`config.mk`:
```
export PLATFORM = sky130hd
export DESIGN_NAME = radio_packet_framer_crc8_top
export DESIGN_NICKNAME = d
export VERILOG_FILES = /design/src/rtl/rpf_pkg.sv /design/src/rtl/rpf_front.sv /design/src/rtl/rpf_queue.sv /design/src/rtl/rpf_back.sv /design/src/rtl/radio_packet_framer_crc8_top.sv
export SDC_FILE = /design/constraint.sdc
export NUM_CORES = 1
export LEC_CHECK = 0
export ABC_AREA = 1
export BUFFER_PORTS_ARGS = -buffer_cell sky130_fd_sc_hd__buf_2
export CAP_MARGIN = 25
export CORE_MARGIN = 1
export CORE_UTILIZATION = 29
export DETAILED_ROUTE_END_ITERATION = 10
export GPL_ROUTABILITY_DRIVEN = 0
export RECOVER_POWER = 25
export SLEW_MARGIN = 15
export SYNTH_ARGS = -nofsm -noshare
export SYNTH_HDL_FRONTEND = slang
export SYNTH_SLANG_ARGS = --single-unit
```
`constraint.sdc`:
```
create_clock -name clk -period 3.3 [get_ports clk]
set_input_delay 0.495 -clock clk [delete_from_list [all_inputs] [get_ports clk]]
set_output_delay 0.495 -clock clk [all_outputs]
set_load 0.01 [all_outputs]
```
`src/rtl/rpf_pkg.sv`:
```
`default_nettype none
// ----------------------------------------------------------------------------
// rpf_pkg
// Types and constants shared by the radio packet framer modules.
// ----------------------------------------------------------------------------
package rpf_pkg;

	localparam logic [7:0]  FILL_BYTE  = 8'hAA;
	localparam logic [7:0]  CRC_POLY   = 8'h8C;
	localparam logic [15:0] SYNC_RESET = 16'h2DD4;
	localparam logic [7:0]  LEN_BIAS   = 8'h01;

	localparam int QUEUE_DEPTH = 4;
	localparam int QPTR_W      = 2;

	typedef enum logic {
		OP_START   = 1'b0,
		OP_PAYLOAD = 1'b1
	} op_t;

	typedef enum logic {
		CMD_START = 1'b0,
		CMD_DATA  = 1'b1
	} cmd_kind_t;

	// one classified word handed from front to back
	typedef struct packed {
		cmd_kind_t  kind;
		logic       close;
		logic [7:0] value;
		logic [7:0] crc;
	} cmd_t;

	typedef enum logic [2:0] {
		PH_NEW,
		PH_PRE,
		PH_SYNC_HI,
		PH_SYNC_LO,
		PH_LEN,
		PH_DATA,
		PH_CRC,
		PH_TRAIL
	} phase_t;

endpackage
`default_nettype wire

```
`src/rtl/rpf_front.sv`:
```
`default_nettype none
// ----------------------------------------------------------------------------
// rpf_front
// Accepts input words, tracks the open frame and the running crc, and
// pushes one classified command per word that produces output.
// ----------------------------------------------------------------------------
module rpf_front (
	input  wire logic         clk,
	input  wire logic         arst_n,
	input  wire logic         in_valid,
	output logic              in_stall,
	input  wire logic         op,
	input  wire logic [7:0]   payload_length,
	input  wire logic [7:0]   data_byte,
	input  wire logic         q_full,
	output logic              push,
	output rpf_pkg::cmd_t     push_cmd
);
	import rpf_pkg::*;

	function automatic logic [7:0] crc_step(input logic [7:0] crc, input logic [7:0] data);
		logic [7:0] c;
		c = crc ^ data;
		for (int i = 0; i < 8; i++) begin
			c = c[0] ? ((c >> 1) ^ CRC_POLY) : (c >> 1);
		end
		return c;
	endfunction

	logic       frame_open_q;
	logic [7:0] bytes_left_q;
	logic [7:0] crc_q;

	logic       accept;
	logic       is_start;
	logic [7:0] len_byte;
	logic [7:0] crc_next;
	logic       last_data;

	assign in_stall  = q_full;
	assign accept    = in_valid && !q_full;
	assign is_start  = (op_t'(op) == OP_START);
	assign len_byte  = payload_length + LEN_BIAS;
	assign crc_next  = is_start ? crc_step(8'h00, len_byte) : crc_step(crc_q, data_byte);
	assign last_data = (bytes_left_q == 8'd1);

	assign push = accept && (is_start || frame_open_q);

	always_comb begin
		push_cmd.kind  = is_start ? CMD_START : CMD_DATA;
		push_cmd.close = is_start ? (payload_length == 8'd0) : last_data;
		push_cmd.value = is_start ? len_byte : data_byte;
		push_cmd.crc   = crc_next;
	end

	always_ff @(posedge clk or negedge arst_n) begin
		if (!arst_n) begin
			frame_open_q <= 1'b0;
			bytes_left_q <= 8'd0;
			crc_q        <= 8'd0;
		end else if (push) begin
			crc_q <= crc_next;
			if (is_start) begin
				frame_open_q <= (payload_length != 8'd0);
				bytes_left_q <= payload_length;
			end else begin
				frame_open_q <= !last_data;
				bytes_left_q <= bytes_left_q - 8'd1;
			end
		end
	end

endmodule
`default_nettype wire

```
`src/rtl/rpf_queue.sv`:
```
`default_nettype none
// ----------------------------------------------------------------------------
// rpf_queue
// Short command queue between the front and the back.
// ----------------------------------------------------------------------------
module rpf_queue (
	input  wire logic          clk,
	input  wire logic          arst_n,
	input  wire logic          push,
	input  wire rpf_pkg::cmd_t push_cmd,
	output logic               full,
	output logic               head_valid,
	output rpf_pkg::cmd_t      head_cmd,
	input  wire logic          pop
);
	import rpf_pkg::*;

	cmd_t              mem_q [QUEUE_DEPTH];
	logic [QPTR_W-1:0] wr_ptr_q;
	logic [QPTR_W-1:0] rd_ptr_q;
	logic [QPTR_W:0]   count_q;

	assign full       = (count_q == (QPTR_W+1)'(QUEUE_DEPTH));
	assign head_valid = (count_q != '0);
	assign head_cmd   = mem_q[rd_ptr_q];

	always_ff @(posedge clk) begin
		if (push) begin
			mem_q[wr_ptr_q] <= push_cmd;
		end
	end

	always_ff @(posedge clk or negedge arst_n) begin
		if (!arst_n) begin
			wr_ptr_q <= '0;
			rd_ptr_q <= '0;
			count_q  <= '0;
		end else begin
			if (push) begin
				wr_ptr_q <= wr_ptr_q + 1'b1;
			end
			if (pop) begin
				rd_ptr_q <= rd_ptr_q + 1'b1;
			end
			unique case ({push, pop})
				2'b10:   count_q <= count_q + 1'b1;
				2'b01:   count_q <= count_q - 1'b1;
				default: count_q <= count_q;
			endcase
		end
	end

endmodule
`default_nettype wire

```
`src/rtl/rpf_back.sv`:
```
`default_nettype none
// ----------------------------------------------------------------------------
// rpf_back
// Expands each queued command into frame bytes and drives the output
// register, one byte per cycle while the output is not stalled.
// ----------------------------------------------------------------------------
module rpf_back #(
	parameter int PREAMBLE_COUNT = 3,
	parameter int TRAILER_COUNT  = 3
) (
	input  wire logic          clk,
	input  wire logic          arst_n,
	input  wire logic [15:0]   sync_word,
	input  wire logic          head_valid,
	input  wire rpf_pkg::cmd_t head_cmd,
	output logic               pop,
	output logic               out_valid,
	input  wire logic          out_stall,
	output logic [7:0]         out_byte,
	output logic               frame_end
);
	import rpf_pkg::*;

	localparam int MAX_COUNT = (PREAMBLE_COUNT > TRAILER_COUNT) ? PREAMBLE_COUNT
	                                                            : TRAILER_COUNT;
	localparam int CNT_W     = $clog2(MAX_COUNT) + 1;

	phase_t           phase_q;
	logic [CNT_W-1:0] cnt_q;
	logic             out_valid_q;
	logic [7:0]       out_byte_q;
	logic             frame_end_q;

	phase_t           cur_phase;
	logic [CNT_W-1:0] cur_cnt;
	phase_t           phase_d;
	logic [CNT_W-1:0] cnt_d;
	logic             load_ok;
	logic             emit;
	logic [7:0]       emit_byte;
	logic             emit_last;
	logic             cmd_done;

	assign load_ok = !out_valid_q || !out_stall;
	assign emit    = head_valid && load_ok;
	assign pop     = emit && cmd_done;

	always_comb begin
		if (phase_q == PH_NEW) begin
			cur_phase = (head_cmd.kind == CMD_START) ? PH_PRE : PH_DATA;
			cur_cnt   = '0;
		end else begin
			cur_phase = phase_q;
			cur_cnt   = cnt_q;
		end
	end

	// byte selection per phase
	always_comb begin
		emit_byte = FILL_BYTE;
		emit_last = 1'b0;
		cmd_done  = 1'b0;
		unique case (cur_phase)
			PH_PRE: begin
				emit_byte = FILL_BYTE;
			end
			PH_SYNC_HI: begin
				emit_byte = sync_word[15:8];
			end
			PH_SYNC_LO: begin
				emit_byte = sync_word[7:0];
			end
			PH_LEN, PH_DATA: begin
				emit_byte = head_cmd.value;
				cmd_done  = !head_cmd.close;
			end
			PH_CRC: begin
				emit_byte = head_cmd.crc;
				emit_last = (TRAILER_COUNT == 0);
				cmd_done  = (TRAILER_COUNT == 0);
			end
			PH_TRAIL: begin
				emit_byte = FILL_BYTE;
				emit_last = (cur_cnt == CNT_W'(TRAILER_COUNT - 1));
				cmd_done  = emit_last;
			end
			default: begin
				emit_byte = FILL_BYTE;
			end
		endcase
	end

	// next phase
	always_comb begin
		phase_d = phase_q;
		cnt_d   = cnt_q;
		if (emit) begin
			if (cmd_done) begin
				phase_d = PH_NEW;
				cnt_d   = '0;
			end else begin
				unique case (cur_phase)
					PH_PRE: begin
						if (cur_cnt == CNT_W'(PREAMBLE_COUNT - 1)) begin
							phase_d = PH_SYNC_HI;
							cnt_d   = '0;
						end else begin
							phase_d = PH_PRE;
							cnt_d   = cur_cnt + 1'b1;
						end
					end
					PH_SYNC_HI: phase_d = PH_SYNC_LO;
					PH_SYNC_LO: phase_d = PH_LEN;
					PH_LEN, PH_DATA: begin
						phase_d = PH_CRC;
						cnt_d   = '0;
					end
					PH_CRC: begin
						phase_d = PH_TRAIL;
						cnt_d   = '0;
					end
					PH_TRAIL: begin
						phase_d = PH_TRAIL;
						cnt_d   = cur_cnt + 1'b1;
					end
					default: phase_d = PH_NEW;
				endcase
			end
		end
	end

	always_ff @(posedge clk or negedge arst_n) begin
		if (!arst_n) begin
			phase_q     <= PH_NEW;
			cnt_q       <= '0;
			out_valid_q <= 1'b0;
		end else begin
			phase_q <= phase_d;
			cnt_q   <= cnt_d;
			if (load_ok) begin
				out_valid_q <= head_valid;
			end
		end
	end

	always_ff @(posedge clk) begin
		if (emit) begin
			out_byte_q  <= emit_byte;
			frame_end_q <= emit_last;
		end
	end

	assign out_valid = out_valid_q;
	assign out_byte  = out_byte_q;
	assign frame_end = frame_end_q;

endmodule
`default_nettype wire

```
`src/rtl/radio_packet_framer_crc8_top.sv`:
```
`default_nettype none
// ----------------------------------------------------------------------------
// radio_packet_framer_crc8_top
// Radio frame builder: preamble, sync, length, payload, crc-8, trailer.
//
//   channel | direction | handshake            | word
//   --------+-----------+----------------------+-------------------------------
//   input   | in        | in_valid / in_stall  | op, payload_length, data_byte
//   output  | out       | out_valid / out_stall| out_byte, frame_end
//   config  | in        | cfg_wr_en            | cfg_wr_data (sync word)
//
// an input word is taken every cycle while the 4-entry command queue has room
// the back emits one byte per cycle unless stalled; a payload word is one byte,
// a start word PREAMBLE_COUNT + 3 bytes, a closing word TRAILER_COUNT + 1 more
// an input word passes through the queue and then the output register
// output stall holds the output register and, once the queue fills, the input
// reset is asynchronous; the sync word resets to 16'h2DD4
// ----------------------------------------------------------------------------
module radio_packet_framer_crc8_top #(
	parameter int PREAMBLE_COUNT = 3,
	parameter int TRAILER_COUNT  = 3
) (
	input  wire logic        clk,
	input  wire logic        arst_n,
	input  wire logic        cfg_wr_en,
	input  wire logic [15:0] cfg_wr_data,
	input  wire logic        in_valid,
	output logic             in_stall,
	input  wire logic        op,
	input  wire logic [7:0]  payload_length,
	input  wire logic [7:0]  data_byte,
	output logic             out_valid,
	input  wire logic        out_stall,
	output logic [7:0]       out_byte,
	output logic             frame_end
);
	import rpf_pkg::*;

	logic [15:0] sync_word_q;
	logic        q_full;
	logic        push;
	cmd_t        push_cmd;
	logic        head_valid;
	cmd_t        head_cmd;
	logic        pop;

	always_ff @(posedge clk or negedge arst_n) begin
		if (!arst_n) begin
			sync_word_q <= SYNC_RESET;
		end else if (cfg_wr_en) begin
			sync_word_q <= cfg_wr_data;
		end
	end

	rpf_front u_front (
		.clk            (clk),
		.arst_n         (arst_n),
		.in_valid       (in_valid),
		.in_stall       (in_stall),
		.op             (op),
		.payload_length (payload_length),
		.data_byte      (data_byte),
		.q_full         (q_full),
		.push           (push),
		.push_cmd       (push_cmd)
	);

	rpf_queue u_queue (
		.clk        (clk),
		.arst_n     (arst_n),
		.push       (push),
		.push_cmd   (push_cmd),
		.full       (q_full),
		.head_valid (head_valid),
		.head_cmd   (head_cmd),
		.pop        (pop)
	);

	rpf_back #(
		.PREAMBLE_COUNT (PREAMBLE_COUNT),
		.TRAILER_COUNT  (TRAILER_COUNT)
	) u_back (
		.clk        (clk),
		.arst_n     (arst_n),
		.sync_word  (sync_word_q),
		.head_valid (head_valid),
		.head_cmd   (head_cmd),
		.pop        (pop),
		.out_valid  (out_valid),
		.out_stall  (out_stall),
		.out_byte   (out_byte),
		.frame_end  (frame_end)
	);

	a_no_push_when_full: assert property (@(posedge clk) disable iff (!arst_n)
		q_full |-> !push)
		else $error("push into full queue");

	a_pop_needs_head: assert property (@(posedge clk) disable iff (!arst_n)
		pop |-> head_valid)
		else $error("pop from empty queue");

	a_end_is_fill: assert property (@(posedge clk) disable iff (!arst_n)
		(out_valid && frame_end && (TRAILER_COUNT != 0)) |-> (out_byte == FILL_BYTE))
		else $error("frame end on a non-trailer byte");

endmodule
`default_nettype wire
```
==> metrics <==
Final Hold Viols=0; CTS clock-pin slew for the worst setup and hold paths=approximately 0.070 ns; Min-Delay Path Class=in -> reg; CTS tree=yes; total number of vias=5088; EDFF count, synth=81; initial antenna violation count=0; clock share of power=0.285; Fmax=around 0.39 GHz; Avg WL per Cell=14.3 um; FF-to-FF path depth=17; WS Path Type=reg -> reg; sequential power share=0.353; Placeable Area=~0.022 mm^2; post-route ant nets=0; final number of setup-violating endpoints=0; critical path startpoint category=flip-flop; register area share after synthesis=0.549; Max VDD drop=0.346 mV; FF/Latch Area=between 0.003 and 0.004 mm^2; GR Overflow Total=0; Crit. End Element=flip-flop; Slew HR=0.00141; Pre-antenna DRT Iters=10; PostCTS Resize Cnt=0; mean post-synth cell area=between 9 and 10 um^2; Mapped Cells=723; static leakage=roughly 0.0033 uW; vias per inst=between 4 and 5; Synth-to-Final Area Change=18.3%; number of remaining DRC errors=6; failing checks=DRC, capacitance limit; layout cell share with drive strength beyond 1=0.178; crit path to=u_queue.count_q[2]; Crit. Startpoint=u_back.phase_q[1]; Synth Warn #=0; Gate power share=0.363; Critical R2R Launch=u_back.phase_q[1]; RSZ-0062 raised after global routing=false; hold path start=cfg_wr_data[13]; Multi-input gate area=between 0.002 and 0.003 mm^2; async set or reset register ratio after synthesis=0.367; Placed Cells=1041; Internal=about 4400 uW; Tmin final=~2.6 ns; Worst Skew=between 0.01 and 0.015 ns; R2R setup slack=~0.74 ns; fin crit share=0.776; Starting Density=0.299; overall routing resource usage=0.138; Layout Nets=a little over 800; diodes inserted=0; CP arrival=approximately 2.9 ns; count of hold-fix buffers inserted at cts=0; clk sinks=between 100 and 150; Synthesized Nets=a little under 800; largest net degree at the start of global routing=35; clk_lat worst skew=~0.42 ns; I/O Buffers=48; MaxCap Viol Count=1; # rows=54; register bit total from synthesis=128; Slew @ Worst Pin=about 1.5 ns; switching power=about 2700 uW; 1st-iter DRT viols=approximately 260; status=complete, but fails checks; Finished Layout Cells=between 1000 and 1500; H-tree levels=4; crit path max fanout=7; vias in the first global route=slightly below 5000; die width=153 um; DP Wirelength=approximately 11000 um; PwrDens=about 910 mW/mm^2; mapped cell area=between 0.006 and 0.007 mm^2; max-slew violations=0; Post-CTS Setup Repair Bufs=0; Synth Flop Type=edfxtp_1; TritonCTS buffer count=17; Fillers=2268; DIE HEIGHT=around 150 um; Cell variety after synth=just under 50; DRT Wirelength=15400 um; I/O Pins=a little under 50; die area=about 0.023 mm^2; Hold WS=slightly below 0.3 ns; setup TNS=0 ns; Max Root-Sink Buffers=2; CP required=approximately 3.6 ns; switching share of power=0.380; first-pass GRT wire length=approximately 25000 um; r2r endpoint=u_queue.count_q[2]; Root Buffer=clkbuf_16
-- worst min-delay path by stage --
stage	endpoint	slack [ns]	depth (start not counted)
floorplan	sync_word_q[0]	0.20	0
global placement	u_front.frame_open_q	0.47	2
detailed placement	u_front.frame_open_q	0.48	2
CTS	sync_word_q[12]	0.1	1
global route	sync_word_q[6]	0.30	2
finish	sync_word_q[13]	0.30	3
-- synth_stat cells, drive strengths merged, types with 2 or more instances --
library cell	instances	share of area
xor2	9	0.012
nand2	207	0.12
nand4	11	0.013
nor2	74	0.046
buf	9	0.0084
dfstp	8	0.032
inv	70	0.040
xnor2	7	0.0093
o2111ai	4	0.0053
a31oi	2	0.0019
o21ai	71	0.056
a22o	2	0.0027
edfxtp	81	0.37
clkbuf	15	0.0085
nor3	3	0.0023
ha	11	0.021
mux2	8	0.014
o22ai	20	0.019
a21oi	14	0.011
nand3	38	0.030
o31ai	2	0.0023
o211ai	3	0.0042
clkinv	2	0.0011
dfrtp	39	0.15
nand3b	2	0.0023
-- state kept, by name (all words and copies together), names as in the netlist --
signal,flops
u_back.out_byte,8
u_back.frame_end,1
u_back.out_valid,1
sync_word_q,16
u_front.frame_open_q,1
u_front.crc_q,8
u_queue.rd_ptr_q,2
u_queue.mem_q,72
u_front.bytes_left_q,8
u_queue.count_q,3
u_back.cnt_q,3
u_queue.wr_ptr_q,2
u_back.phase_q,3
-- worst max-delay path, stage by stage (launching register included) --
cell and delay [ns]:
dfrtp_1 0.49, nor2_4 0.15, nand2_2 0.08, nand2_1 0.11, ha_1 0.17, nand2_2 0.07, nor2_1 0.17, inv_2 0.08
nand2_4 0.10, nand2_2 0.08, inv_2 0.06, ha_1 0.13, inv_1 0.06, fa_1 0.38, nor2_1 0.11, nor2_1 0.04
nand2_1 0.07, xor2_1 0.14
-- cell families after synthesis --
| group | synth area share |
|---|---|
| compound gates | 0.108 |
| xor+xnor | 0.0247 |
| fa+ha+maj | 0.0239 |
| buf+inv | 0.0579 |
| flops | 0.549 |
| mux | 0.0137 |
| simple gates | 0.222 |
-- final cells by class --
| type | instances | share of cell area |
|---|---|---|
| sequential | 128 | 0.464 |
| multi-input combinational | 499 | 0.332 |
| clock buffer | 18 | 0.0551 |
| timing repair buffer | 62 | 0.0429 |
| clock inverter | 14 | 0.0263 |
| tap | 280 | 0.0450 |
| inverter | 72 | 0.0347 |
-- power groups by stage --
stage                     clock network (uW)  registers [uW]  logic [uW]
after floorplan                            0            2500        1880
after global placement                     0            2530        2560
after detailed placement                   0            2540        2580
after CTS                               2060            2510        2600
after global routing                    2120            2560        2950
final                                   2030            2510        2580
-- stage by stage --
| stage | worst slack [ns] | power (uW) | cell area, um^2 | utilization |
|---|---|---|---|---|
| after CTS | 0.730 | 7170 | 7800 | 0.354 |
| after global routing | 0.378 | 7620 | 7790 | 0.354 |
| after detailed placement | 0.755 | 5120 | 7170 | 0.325 |
| after global placement | 0.808 | 5090 | 7170 | 0.325 |
| final | 0.740 | 7120 | 7790 | 0.354 |
| after floorplan | 0.940 | 4380 | 6590 | - |
-- per-layer routing --
layer / up-vias / routed length, um / track usage
li1: 2551 / - / -
met1: 2380 / 7920 / 0.199
met2: 138 / 6560 / 0.206
met3: 19 / 690 / 0.0236
met4: 0 / 228 / 0.0519
met5: - / 0 / 0
-- cells in the final DEF, fill, tap and decap left out, types with 3 or more instances in the layout --
| master | instances |
|---|---|
| o2111ai_1 | 4 |
| mux2_2 | 8 |
| nand2_2 | 7 |
| nand2_1 | 197 |
| nand4_1 | 10 |
| o22ai_1 | 20 |
| inv_6 | 3 |
| inv_1 | 58 |
| ha_1 | 11 |
| inv_2 | 12 |
| nor2_2 | 4 |
| xor2_1 | 9 |
| o21ai_0 | 62 |
| a21oi_1 | 14 |
| clkinv_4 | 5 |
| buf_4 | 12 |
| buf_2 | 45 |
| xnor2_1 | 7 |
| nand2_4 | 3 |
| o21ai_1 | 5 |
| nand3_1 | 36 |
| dfrtp_1 | 39 |
| edfxtp_1 | 81 |
| o21ai_2 | 4 |
| bufinv_16 | 4 |
| clkbuf_16 | 17 |
| nor2_1 | 68 |
| dfstp_2 | 8 |
| nor3_1 | 3 |
| clkbuf_1 | 6 |
Power figures use the tool's default switching activity.
